--- src/design/pcc_pkg.sv ---
// Shared types and constants of the clamped PID controller.
`timescale 1ns / 1ps

package pcc_pkg;

  localparam int DataWidth    = 16;
  localparam int GainWidth    = 16;
  localparam int FracBits     = 8;
  localparam int IntWidth     = 32;
  localparam int DerivWidth   = DataWidth + 1;
  localparam int PropWidth    = GainWidth + DataWidth;
  localparam int IntgWidth    = GainWidth + IntWidth;
  localparam int DerWidth     = GainWidth + DerivWidth;
  localparam int AccWidth     = IntgWidth + 2;
  localparam int ShWidth      = AccWidth - FracBits;
  localparam int CfgIdxWidth  = 3;
  localparam int CfgDataWidth = 16;
  localparam int MidDepth     = 2;
  localparam int OutDepth     = 4;
  localparam int OutPtrWidth  = $clog2(OutDepth);
  localparam int OutCntWidth  = $clog2(OutDepth + 1);
  localparam int CreditWidth  = OutCntWidth + 1;

  localparam logic [CfgIdxWidth-1:0] RegSetpoint = 3'd0;
  localparam logic [CfgIdxWidth-1:0] RegGainP    = 3'd1;
  localparam logic [CfgIdxWidth-1:0] RegGainI    = 3'd2;
  localparam logic [CfgIdxWidth-1:0] RegGainD    = 3'd3;
  localparam logic [CfgIdxWidth-1:0] RegOutMin   = 3'd4;
  localparam logic [CfgIdxWidth-1:0] RegOutMax   = 3'd5;

  typedef struct packed {
    logic signed [DataWidth-1:0]  setpoint;
    logic signed [GainWidth-1:0]  gain_p;
    logic signed [GainWidth-1:0]  gain_i;
    logic signed [GainWidth-1:0]  gain_d;
    logic signed [DataWidth-1:0]  out_min;
    logic signed [DataWidth-1:0]  out_max;
  } cfg_t;

  typedef struct packed {
    logic signed [DataWidth-1:0]  err;
    logic signed [DerivWidth-1:0] deriv;
    logic signed [IntWidth-1:0]   integ;
  } work_t;

endpackage

--- src/design/pcc_front.sv ---
// Front end: error, derivative and saturating integral update per sample.
`timescale 1ns / 1ps

module pcc_front (
  input  logic                                clk_i,
  input  logic                                rst_ni,
  input  logic                                push_i,
  input  logic signed [pcc_pkg::DataWidth-1:0] measurement_i,
  input  logic signed [pcc_pkg::DataWidth-1:0] setpoint_i,
  input  logic                                q_full_i,
  output logic                                wr_o,
  output pcc_pkg::work_t                      word_o
);

  logic signed [pcc_pkg::DataWidth-1:0]  prev_q, prev_d;
  logic signed [pcc_pkg::IntWidth-1:0]   integ_q, integ_d;
  logic signed [pcc_pkg::DataWidth:0]    diff;
  logic signed [pcc_pkg::DataWidth-1:0]  err;
  logic signed [pcc_pkg::DerivWidth-1:0] deriv;
  logic signed [pcc_pkg::IntWidth:0]     sum;
  logic signed [pcc_pkg::IntWidth-1:0]   integ_new;
  logic                                  accept;

  assign accept = push_i && !q_full_i;

  always_comb begin
    diff = {setpoint_i[pcc_pkg::DataWidth-1], setpoint_i}
         - {measurement_i[pcc_pkg::DataWidth-1], measurement_i};
    if (diff[pcc_pkg::DataWidth] != diff[pcc_pkg::DataWidth-1]) begin
      err = {diff[pcc_pkg::DataWidth], {(pcc_pkg::DataWidth-1){~diff[pcc_pkg::DataWidth]}}};
    end else begin
      err = diff[pcc_pkg::DataWidth-1:0];
    end
    deriv = {measurement_i[pcc_pkg::DataWidth-1], measurement_i}
          - {prev_q[pcc_pkg::DataWidth-1], prev_q};
    sum = {integ_q[pcc_pkg::IntWidth-1], integ_q}
        + {{(pcc_pkg::IntWidth+1-pcc_pkg::DataWidth){err[pcc_pkg::DataWidth-1]}}, err};
    if (sum[pcc_pkg::IntWidth] != sum[pcc_pkg::IntWidth-1]) begin
      integ_new = {sum[pcc_pkg::IntWidth], {(pcc_pkg::IntWidth-1){~sum[pcc_pkg::IntWidth]}}};
    end else begin
      integ_new = sum[pcc_pkg::IntWidth-1:0];
    end
    prev_d  = accept ? measurement_i : prev_q;
    integ_d = accept ? integ_new : integ_q;
  end

  assign wr_o         = accept;
  assign word_o.err   = err;
  assign word_o.deriv = deriv;
  assign word_o.integ = integ_new;

  always_ff @(posedge clk_i or negedge rst_ni) begin
    if (!rst_ni) begin
      prev_q  <= '0;
      integ_q <= '0;
    end else begin
      prev_q  <= prev_d;
      integ_q <= integ_d;
    end
  end

endmodule

--- src/design/pcc_mid_q.sv ---
// Two-entry queue between the front end and the multiply back end.
`timescale 1ns / 1ps

module pcc_mid_q (
  input  logic           clk_i,
  input  logic           rst_ni,
  input  logic           wr_i,
  input  pcc_pkg::work_t wdata_i,
  output logic           full_o,
  input  logic           rd_i,
  output logic           empty_o,
  output pcc_pkg::work_t rdata_o
);

  localparam int PtrWidth = $clog2(pcc_pkg::MidDepth);
  localparam int CntWidth = $clog2(pcc_pkg::MidDepth + 1);

  pcc_pkg::work_t        mem_q [pcc_pkg::MidDepth];
  logic [PtrWidth-1:0]   wptr_q, wptr_d, rptr_q, rptr_d;
  logic [CntWidth-1:0]   cnt_q, cnt_d;

  assign full_o  = (cnt_q == CntWidth'(pcc_pkg::MidDepth));
  assign empty_o = (cnt_q == '0);
  assign rdata_o = mem_q[rptr_q];

  always_comb begin
    wptr_d = wr_i ? PtrWidth'(wptr_q + 1'b1) : wptr_q;
    rptr_d = rd_i ? PtrWidth'(rptr_q + 1'b1) : rptr_q;
    cnt_d  = cnt_q + CntWidth'(wr_i) - CntWidth'(rd_i);
  end

  always_ff @(posedge clk_i) begin
    if (wr_i) begin
      mem_q[wptr_q] <= wdata_i;
    end
  end

  always_ff @(posedge clk_i or negedge rst_ni) begin
    if (!rst_ni) begin
      wptr_q <= '0;
      rptr_q <= '0;
      cnt_q  <= '0;
    end else begin
      wptr_q <= wptr_d;
      rptr_q <= rptr_d;
      cnt_q  <= cnt_d;
    end
  end

endmodule

--- src/design/pcc_back.sv ---
// Back end: gain products, sum and shift, clamp, and result queue.
`timescale 1ns / 1ps

module pcc_back (
  input  logic                                clk_i,
  input  logic                                rst_ni,
  input  logic                                empty_i,
  input  pcc_pkg::work_t                      word_i,
  output logic                                rd_o,
  input  pcc_pkg::cfg_t                       cfg_i,
  input  logic                                pop_i,
  output logic                                empty_o,
  output logic signed [pcc_pkg::DataWidth-1:0] drive_o
);

  logic signed [pcc_pkg::PropWidth-1:0] prod_p_d, prod_p_q;
  logic signed [pcc_pkg::IntgWidth-1:0] prod_i_d, prod_i_q;
  logic signed [pcc_pkg::DerWidth-1:0]  prod_d_d, prod_d_q;
  logic signed [pcc_pkg::AccWidth-1:0]  acc;
  logic signed [pcc_pkg::ShWidth-1:0]   sh_d, sh_q;
  logic signed [pcc_pkg::ShWidth-1:0]   lim_hi, lim_lo;
  logic signed [pcc_pkg::DataWidth-1:0] clamped;
  logic                                 v1_q, v2_q;
  logic [pcc_pkg::CreditWidth-1:0]      credit;
  logic                                 issue;

  logic signed [pcc_pkg::DataWidth-1:0] mem_q [pcc_pkg::OutDepth];
  logic [pcc_pkg::OutPtrWidth-1:0]      wptr_q, wptr_d, rptr_q, rptr_d;
  logic [pcc_pkg::OutCntWidth-1:0]      cnt_q, cnt_d;
  logic                                 rd;

  assign credit = pcc_pkg::CreditWidth'(cnt_q) + pcc_pkg::CreditWidth'(v1_q)
                + pcc_pkg::CreditWidth'(v2_q);
  assign issue  = !empty_i && (credit < pcc_pkg::CreditWidth'(pcc_pkg::OutDepth));
  assign rd_o   = issue;

  assign prod_p_d = cfg_i.gain_p * word_i.err;
  assign prod_i_d = cfg_i.gain_i * word_i.integ;
  assign prod_d_d = cfg_i.gain_d * word_i.deriv;

  always_comb begin
    acc = pcc_pkg::AccWidth'(prod_p_q) + pcc_pkg::AccWidth'(prod_i_q)
        + pcc_pkg::AccWidth'(prod_d_q);
    sh_d = acc[pcc_pkg::AccWidth-1:pcc_pkg::FracBits];
  end

  always_comb begin
    lim_hi = pcc_pkg::ShWidth'(cfg_i.out_max);
    lim_lo = pcc_pkg::ShWidth'(cfg_i.out_min);
    if (sh_q > lim_hi) begin
      clamped = cfg_i.out_max;
    end else if (sh_q < lim_lo) begin
      clamped = cfg_i.out_min;
    end else begin
      clamped = sh_q[pcc_pkg::DataWidth-1:0];
    end
  end

  assign rd      = pop_i && (cnt_q != '0);
  assign empty_o = (cnt_q == '0);
  assign drive_o = mem_q[rptr_q];

  always_comb begin
    wptr_d = v2_q ? pcc_pkg::OutPtrWidth'(wptr_q + 1'b1) : wptr_q;
    rptr_d = rd ? pcc_pkg::OutPtrWidth'(rptr_q + 1'b1) : rptr_q;
    cnt_d  = cnt_q + pcc_pkg::OutCntWidth'(v2_q) - pcc_pkg::OutCntWidth'(rd);
  end

  always_ff @(posedge clk_i) begin
    prod_p_q <= prod_p_d;
    prod_i_q <= prod_i_d;
    prod_d_q <= prod_d_d;
    sh_q     <= sh_d;
    if (v2_q) begin
      mem_q[wptr_q] <= clamped;
    end
  end

  always_ff @(posedge clk_i or negedge rst_ni) begin
    if (!rst_ni) begin
      v1_q   <= 1'b0;
      v2_q   <= 1'b0;
      wptr_q <= '0;
      rptr_q <= '0;
      cnt_q  <= '0;
    end else begin
      v1_q   <= issue;
      v2_q   <= v1_q;
      wptr_q <= wptr_d;
      rptr_q <= rptr_d;
      cnt_q  <= cnt_d;
    end
  end

endmodule

--- src/design/pid_controller_clamped_core.sv ---
// A pushed word passes the mid queue, the product and sum registers, and the result queue.
// Throughput: one word per cycle unless queues fill, set by the front-end integral update.
// The back end runs products, sum and clamp over two stages into a four-word result queue.
// Reset (asynchronous, active low) zeroes the integral, the previous sample, all
// configuration registers and empties both queues; there is no clearing pass.
`timescale 1ns / 1ps

module pid_controller_clamped_core (
  input  logic                                    clk_i,
  input  logic                                    rst_ni,
  input  logic                                    push,
  output logic                                    full,
  input  logic signed [pcc_pkg::DataWidth-1:0]    measurement_i,
  output logic                                    empty,
  input  logic                                    pop,
  output logic signed [pcc_pkg::DataWidth-1:0]    drive_o,
  input  logic                                    cfg_we_i,
  input  logic [pcc_pkg::CfgIdxWidth-1:0]         cfg_idx_i,
  input  logic [pcc_pkg::CfgDataWidth-1:0]        cfg_data_i
);

  pcc_pkg::cfg_t  cfg_q, cfg_d;
  pcc_pkg::work_t front_word, mid_word;
  logic           front_wr, mid_full, mid_empty, mid_rd;

  always_comb begin
    cfg_d = cfg_q;
    if (cfg_we_i) begin
      unique case (cfg_idx_i)
        pcc_pkg::RegSetpoint: cfg_d.setpoint = cfg_data_i[pcc_pkg::DataWidth-1:0];
        pcc_pkg::RegGainP:    cfg_d.gain_p   = cfg_data_i[pcc_pkg::GainWidth-1:0];
        pcc_pkg::RegGainI:    cfg_d.gain_i   = cfg_data_i[pcc_pkg::GainWidth-1:0];
        pcc_pkg::RegGainD:    cfg_d.gain_d   = cfg_data_i[pcc_pkg::GainWidth-1:0];
        pcc_pkg::RegOutMin:   cfg_d.out_min  = cfg_data_i[pcc_pkg::DataWidth-1:0];
        pcc_pkg::RegOutMax:   cfg_d.out_max  = cfg_data_i[pcc_pkg::DataWidth-1:0];
        default:              cfg_d = cfg_q;
      endcase
    end
  end

  always_ff @(posedge clk_i or negedge rst_ni) begin
    if (!rst_ni) begin
      cfg_q <= '0;
    end else begin
      cfg_q <= cfg_d;
    end
  end

  assign full = mid_full;

  pcc_front u_front (
    .clk_i         (clk_i),
    .rst_ni        (rst_ni),
    .push_i        (push),
    .measurement_i (measurement_i),
    .setpoint_i    (cfg_q.setpoint),
    .q_full_i      (mid_full),
    .wr_o          (front_wr),
    .word_o        (front_word)
  );

  pcc_mid_q u_mid_q (
    .clk_i   (clk_i),
    .rst_ni  (rst_ni),
    .wr_i    (front_wr),
    .wdata_i (front_word),
    .full_o  (mid_full),
    .rd_i    (mid_rd),
    .empty_o (mid_empty),
    .rdata_o (mid_word)
  );

  pcc_back u_back (
    .clk_i   (clk_i),
    .rst_ni  (rst_ni),
    .empty_i (mid_empty),
    .word_i  (mid_word),
    .rd_o    (mid_rd),
    .cfg_i   (cfg_q),
    .pop_i   (pop),
    .empty_o (empty),
    .drive_o (drive_o)
  );

endmodule

--- config.mk ---
export PLATFORM = sky130hd
export DESIGN_NAME = pid_controller_clamped_core
export DESIGN_NICKNAME = d
export VERILOG_FILES = /design/src/design/pcc_pkg.sv /design/src/design/pcc_front.sv /design/src/design/pcc_mid_q.sv /design/src/design/pcc_back.sv /design/src/design/pid_controller_clamped_core.sv
export SDC_FILE = /design/constraint.sdc
export NUM_CORES = 2
export LEC_CHECK = 0
export ABC_AREA = 1
export BUFFER_PORTS_ARGS = -buffer_cell sky130_fd_sc_hd__buf_2
export CORE_ASPECT_RATIO = 1.75
export CORE_MARGIN = 1
export CORE_UTILIZATION = 65
export CTS_CLUSTER_DIAMETER = 150
export DETAILED_ROUTE_END_ITERATION = 8
export PLACE_DENSITY_LB_ADDON = 0.08
export RECOVER_POWER = 50
export SKIP_LAST_GASP = 1
export SYNTH_ARGS = -nofsm -noshare
export SYNTH_HDL_FRONTEND = slang
export SYNTH_SLANG_ARGS = --single-unit
--- constraint.sdc ---
create_clock -name clk_i -period 8.8 [get_ports clk_i]
set_input_delay 1.76 -clock clk_i [delete_from_list [all_inputs] [get_ports clk_i]]
set_output_delay 1.76 -clock clk_i [all_outputs]
set_load 0.03 [all_outputs]
; ---- After elaboration in Yosys (flattened, before gate mapping)
; Memory sizes are Yosys's and may differ from the RTL's.
; Index checks and enable logic that the tools add are counted.
[classes]
multipliers = 3
mux = 8
reduce_logical = 15
eq_ne = 8
n_lt_le_gt_ge = 3
bitwise = 2
add_sub_neg = 15
[op_table]
columns = op, n
row1 = $add A49 B33 Y50, 1
row2 = $add A32 B48 Y49, 1
row3 = $mul A16 B32 Y48, 1
row4 = $mux W16, 3
row5 = $gt A42 B16 Y1, 1
row6 = $lt A42 B16 Y1, 1
row7 = $sub A16 B16 Y17, 2
row8 = $add A32 B16 Y33, 1
row9 = $mul A16 B17 Y33, 1
row10 = $mul A16 B16 Y32, 1
row11 = $mux W32, 1
row12 = $reduce_and A2 Y1, 6
row13 = $eq A3 B2 Y1 const B, 2
row14 = $eq A3 B3 Y1 const B, 2
row15 = $logic_not A3 Y1, 2
row16 = $add A2 B1 Y2 const B, 2
row17 = $add A3 B1 Y4, 1
row18 = $add A4 B1 Y4, 1
row19 = $lt A4 B3 Y1 const B, 1
row20 = $mux W1, 4
row21 = $add A3 B1 Y3, 1
row22 = $eq A3 B1 Y1 const B, 1
row23 = $logic_and A1 B1 Y1, 3
row24 = $reduce_bool A3 Y1, 1
row25 = 9 further kinds, 13
[totals]
mem_count = 2
out_inout_bits = 18
wordCells = 76
ram_bits = 194
in_bits = 40
regBits = 312
[mem_list]
columns = memory, words, width, read_ports, rd_clocked_by_memory_dff, wr, line
row1 = u_mid_q.mem_q, 2, 65, 1, 0, 1, pcc_mid_q.sv:18  ; pcc_pkg::work_t mem_q [pcc_pkg::MidDepth];
row2 = u_back.mem_q, 4, 16, 1, 0, 1, pcc_back.sv:27  ; logic signed [pcc_pkg::DataWidth-1:0] mem_q [pcc_pkg::OutDepth];

; ---- Logic depth before layout (Yosys ltp)
[logic_depth]
ltp_word = 6
ltp_mapped = 35
ltp_nobuf = 33

; ---- Modules after synthesis
; From an unflattened synthesis, not the netlist that was laid out.
[unflattened]
hier_cells = 8425
hier_area_um2 = 67838.8
[by_module_without_submodules]
columns = mod, area_each_um2, cells_per_inst, instances, seq_area_each_um2
row1 = pcc_back, 52799.4, 6666, 1, 5250.0
row2 = pcc_front, 6239.7, 970, 1, 1201.2
row3 = pcc_mid_q, 5024.8, 364, 1, 4003.8
row4 = pid_controller_clamped_core, 3774.9, 425, 1, 2402.3

; ---- Worst setup path before layout
; No wires, ideal clock.
[synth_timing]
path_type = register -> register
start = register u_mid_q.rptr_q
end = register u_back.prod_i_q[40] in the netlist's numbering
stages_incl_launch_ff = 21
arrival_ns = 6.009
n_path_buf = 2
path_slack_ns = 2.719
required_ns = 8.728
path_cell_list = dfrtp_1 > inv_1 > clkbuf_1 > or2_2 > nand2_1 > clkbuf_1 > nor2_1 > fa_1 > fa_1 > fa_1 > fa_1 > fa_1 > fa_1 > ha_1 > nand2_1 > nor2_1 > inv_1 > nor4_1 > nand3_1 > nand4_1 > xor2_1
[synth_via]
elab_chain_len = 2
[synth_lines]
columns = element, line
row1 = start: declaration, pcc_mid_q.sv:19  ; logic [PtrWidth-1:0] wptr_q, wptr_d, rptr_q, rptr_d;
row2 = start signal: assignment, pcc_mid_q.sv:45  ; rptr_q <= rptr_d;
row3 = $mem_v2 Z2 W65, --
row4 = $mul A16 B32 Y48, pcc_back.sv:38  ; assign prod_i_d = cfg_i.gain_i * word_i.integ;
row5 = "via u_back.prod_i_d, one bit", pcc_back.sv:17  ; logic signed [pcc_pkg::IntgWidth-1:0] prod_i_d, prod_i_q;
row6 = end signal: assignment, pcc_back.sv:71  ; prod_i_q <= prod_i_d;
row7 = end: declaration, pcc_back.sv:17
; The timed path passes the listed nets, and every way through them passes these cells.
; A chain may end at the register's enable or synchronous reset.

; ---- Worst setup path after layout
[layout_timing]
start = register u_mid_q.rptr_q
end = register u_back.prod_d_q[28] in the netlist's numbering
[layout_via]
elab_chain_len = 2
[layout_lines]
columns = element, line
row1 = $mem_v2 Z2 W65, --
row2 = $mul A16 B17 Y33, pcc_back.sv:39  ; assign prod_d_d = cfg_i.gain_d * word_i.deriv;
row3 = "via u_back.prod_d_d, one bit", pcc_back.sv:18  ; logic signed [pcc_pkg::DerWidth-1:0] prod_d_d, prod_d_q;
row4 = end signal: assignment, pcc_back.sv:72  ; prod_d_q <= prod_d_d;
row5 = end: declaration, pcc_back.sv:18
; The timed path passes the listed nets, and every way through them passes these cells.

==> impl_metrics.tcl <==
set metrics [dict create \
    yosysMostFrequentCell "inv_1" \
    gr-total-overflow 0 \
    initialDrtViolationCount 4371 \
    ys_top_cells_by_count "inv_1, nand2_1, fa_1" \
    critPathRequiredTime_ns 9.32 \
    ctsHoldBuffers 0 \
    clock_latency_ns 0.68 \
    cts_buffer_depth 3 \
    avgViaCountPerCell 5.89 \
    grt_usage_pct 45.1 \
    die_h_um 422 \
    fin_util_pct 69.1 \
    fin_nets 9503 \
    period_share_pct 90.8 \
    drc 0 \
    ys_seq_area_share_pct 19.6 \
    worstSetupPathType "flop to flop" \
    arrival_ns 8.50 \
    worst-path-max-fanout 38 \
    die-area_um2 102000 \
    ys_seq_elements 506 \
    finalCriticalPeriod_ns 7.99 \
    ys_warn_count 0 \
    ys_types 51 \
    slew_viol_final 364 \
    synth_largest_area_cell "fa_1" \
    grt_antenna_before_repair 23 \
    dp_hpwl_um 183000 \
    hold_viol 0 \
    fmax_mhz 125 \
    cts_tree "done" \
    start_kind "flop" \
    place_congestion 1.08 \
    rsz0062_at_grt "false" \
    holdCritPathClass "flop to flop" \
    path_clk_slew_ns 0.07 \
    synth_edf_count 194 \
    io_pins 58 \
    setup-violations-final 0 \
    portBuffers 57 \
    syn_area_per_cell_um2 8.29 \
    drt_first_pass_iters 6 \
    post_cts_resized 0 \
    numCtsBuffers 49 \
    violations "max-capacitance violations, max-slew violations" \
    synth_area_leaders "fa_1, inv_1, nand2_1" \
    grt_max_degree 67 \
    cts_sinks 506 \
    cts_setup_buffers 0 \
    row_count 153 \
    worst-slew-pin-transition_ns 3.92 \
    status "complete, but fails checks" \
    slew-limit-headroom_pct -161 \
    core_area_um2 99700 \
    max_cap_viol_count 8 \
    htree_levels 2 \
    vias 54700 \
    routed_wl_um 223000 \
    end_kind "flop" \
    finalNonFillerCells 9281 \
    ys.flop_type "edfxtp_1" \
    synth_async_sr_flop_share_pct 31.0 \
    yosysTopAreaCellShare_pct 32.8 \
    synth_fp_nets 9523 \
    wire_per_inst_um 24.0 \
    finClkSkew_ns 0.0724 \
    layout-drive-gt1-share_pct 4.32 \
    grt_first_pass_wirelength_um 338000 \
    placed_cells 9167 \
    fp.dieW_um 242 \
    synth_area_um2 65600 \
    tns_ns 0 \
    ant_nets 0 \
    cts_root_buffer "clkbuf_16" \
    syn_inst 7921 \
    grt_pass1_vias 58400 \
    syn_to_final_growth_pct 4.99 \
    start_util_pct 65.8 \
]
[cell families after synthesis]
group / share of synthesized area [%]
AO/OA/AOI/OAI: 6.02
buffers and inverters: 11.1
AND/OR/NAND/NOR: 18.5
flip-flops: 19.6
adder cells (fa/ha/maj): 42.1
multiplexers: 0.0152
XOR/XNOR: 2.66
[cell usage in the layout (no fill, tap or decap), drive strengths merged, types with 64 or more instances in the layout]
| master | netlist | layout |
|---|---|---|
| dfrtp | 157 | 157 |
| xor2 | 135 | 135 |
| o21ai | 311 | 311 |
| nand2 | 1731 | 1731 |
| xnor2 | 64 | 64 |
| buf | 25 | 93 |
| ha | 487 | 487 |
| edfxtp | 194 | 194 |
| inv | 1719 | 1726 |
| dfxtp | 155 | 155 |
| fa | 1075 | 1075 |
| clkbuf | 154 | 72 |
| a21oi | 272 | 272 |
| nor2 | 832 | 832 |
| or2 | 122 | 122 |
| nand3 | 194 | 194 |
[stage by stage]
step / instance area [um2] / hold slack [ns] / setup WS [ns]
global route: 68900 / 0.393 / 0.653
floorplan: 65600 / 0.354 / 2.72
finish: 68900 / 0.380 / 0.812
detailed placement: 67300 / 0.365 / 1.09
CTS: 68900 / 0.383 / 1.09
global placement: 67300 / 0.367 / 1.12
[critical path, stage by stage, from the launching register on]
cell and delay [ns]:
dfrtp_2 0.36, inv_1 0.41, or2_2 0.46, nand2_1 0.60, clkinv_1 0.62, nor2_1 0.27, fa_1 0.46, fa_1 0.51
fa_1 0.43, fa_1 0.44, fa_1 0.54, inv_1 0.05, fa_1 0.79, inv_1 0.10, ha_1 0.40, nand2_1 0.14
nor2_1 0.14, nor3b_1 0.44, nand4_1 0.15, nand3_1 0.16, nand2_1 0.07, nand2_1 0.09, nand2_1 0.08, nand3_1 0.07
nand2_1 0.09
[final timing paths]
check	startpoint	to	slack [ns]	cells after the start
setup / recovery	u_mid_q.rptr_q	u_back.prod_d_q[28]	0.81	24
hold / removal	u_back.v1_q	u_back.v2_q	0.38	0
setup reg to reg	u_mid_q.rptr_q	u_back.prod_d_q[28]	0.81	24
hold reg to reg	u_back.v1_q	u_back.v2_q	0.38	0
max in group asynchronous	rst_ni	cfg_q[20]	2.92	2
min in group asynchronous	rst_ni	u_front.prev_q[11]	2.41	1
[sequential cells by signal, summed over array words and instances, names as in the netlist, 2 cells and up]
| register | count |
|---|---|
| cfg_q | 96 |
| u_mid_q.cnt_q | 2 |
| u_back.prod_p_q | 32 |
| u_back.mem_q | 64 |
| u_back.prod_i_q | 48 |
| u_back.sh_q | 42 |
| u_back.wptr_q | 2 |
| u_back.prod_d_q | 33 |
| u_back.rptr_q | 2 |
| u_back.cnt_q | 3 |
| u_front.prev_q | 16 |
| u_front.integ_q | 32 |
| u_mid_q.mem_q | 130 |
[per-layer routing]
layer  GRT usage [%]  wire (um)  part of all wire [%]  up-vias
met5               0         79                 0.035        -
met4            47.4      29100                    13       12
met3            10.5      18900                   8.5     1341
met2            75.4     106000                    48     3120
met1            44.6      68500                    31    26400
li1                -          -                     -    23900
[cell type report]
cell class | count | area [um2]
timing repair buffer | 108 | 628
antenna | 22 | 55.1
fill | 8264 | 30800
clock buffer | 57 | 1280
tap | 1317 | 1650
clock inverter | 35 | 383
multi-input combinational | 5482 | 45500
inverter | 1754 | 6580
sequential | 506 | 12900
Power is left out: the tool's default activity adds up to more than one toggle a clock period on the data nets, which glitch-free logic cannot reach.
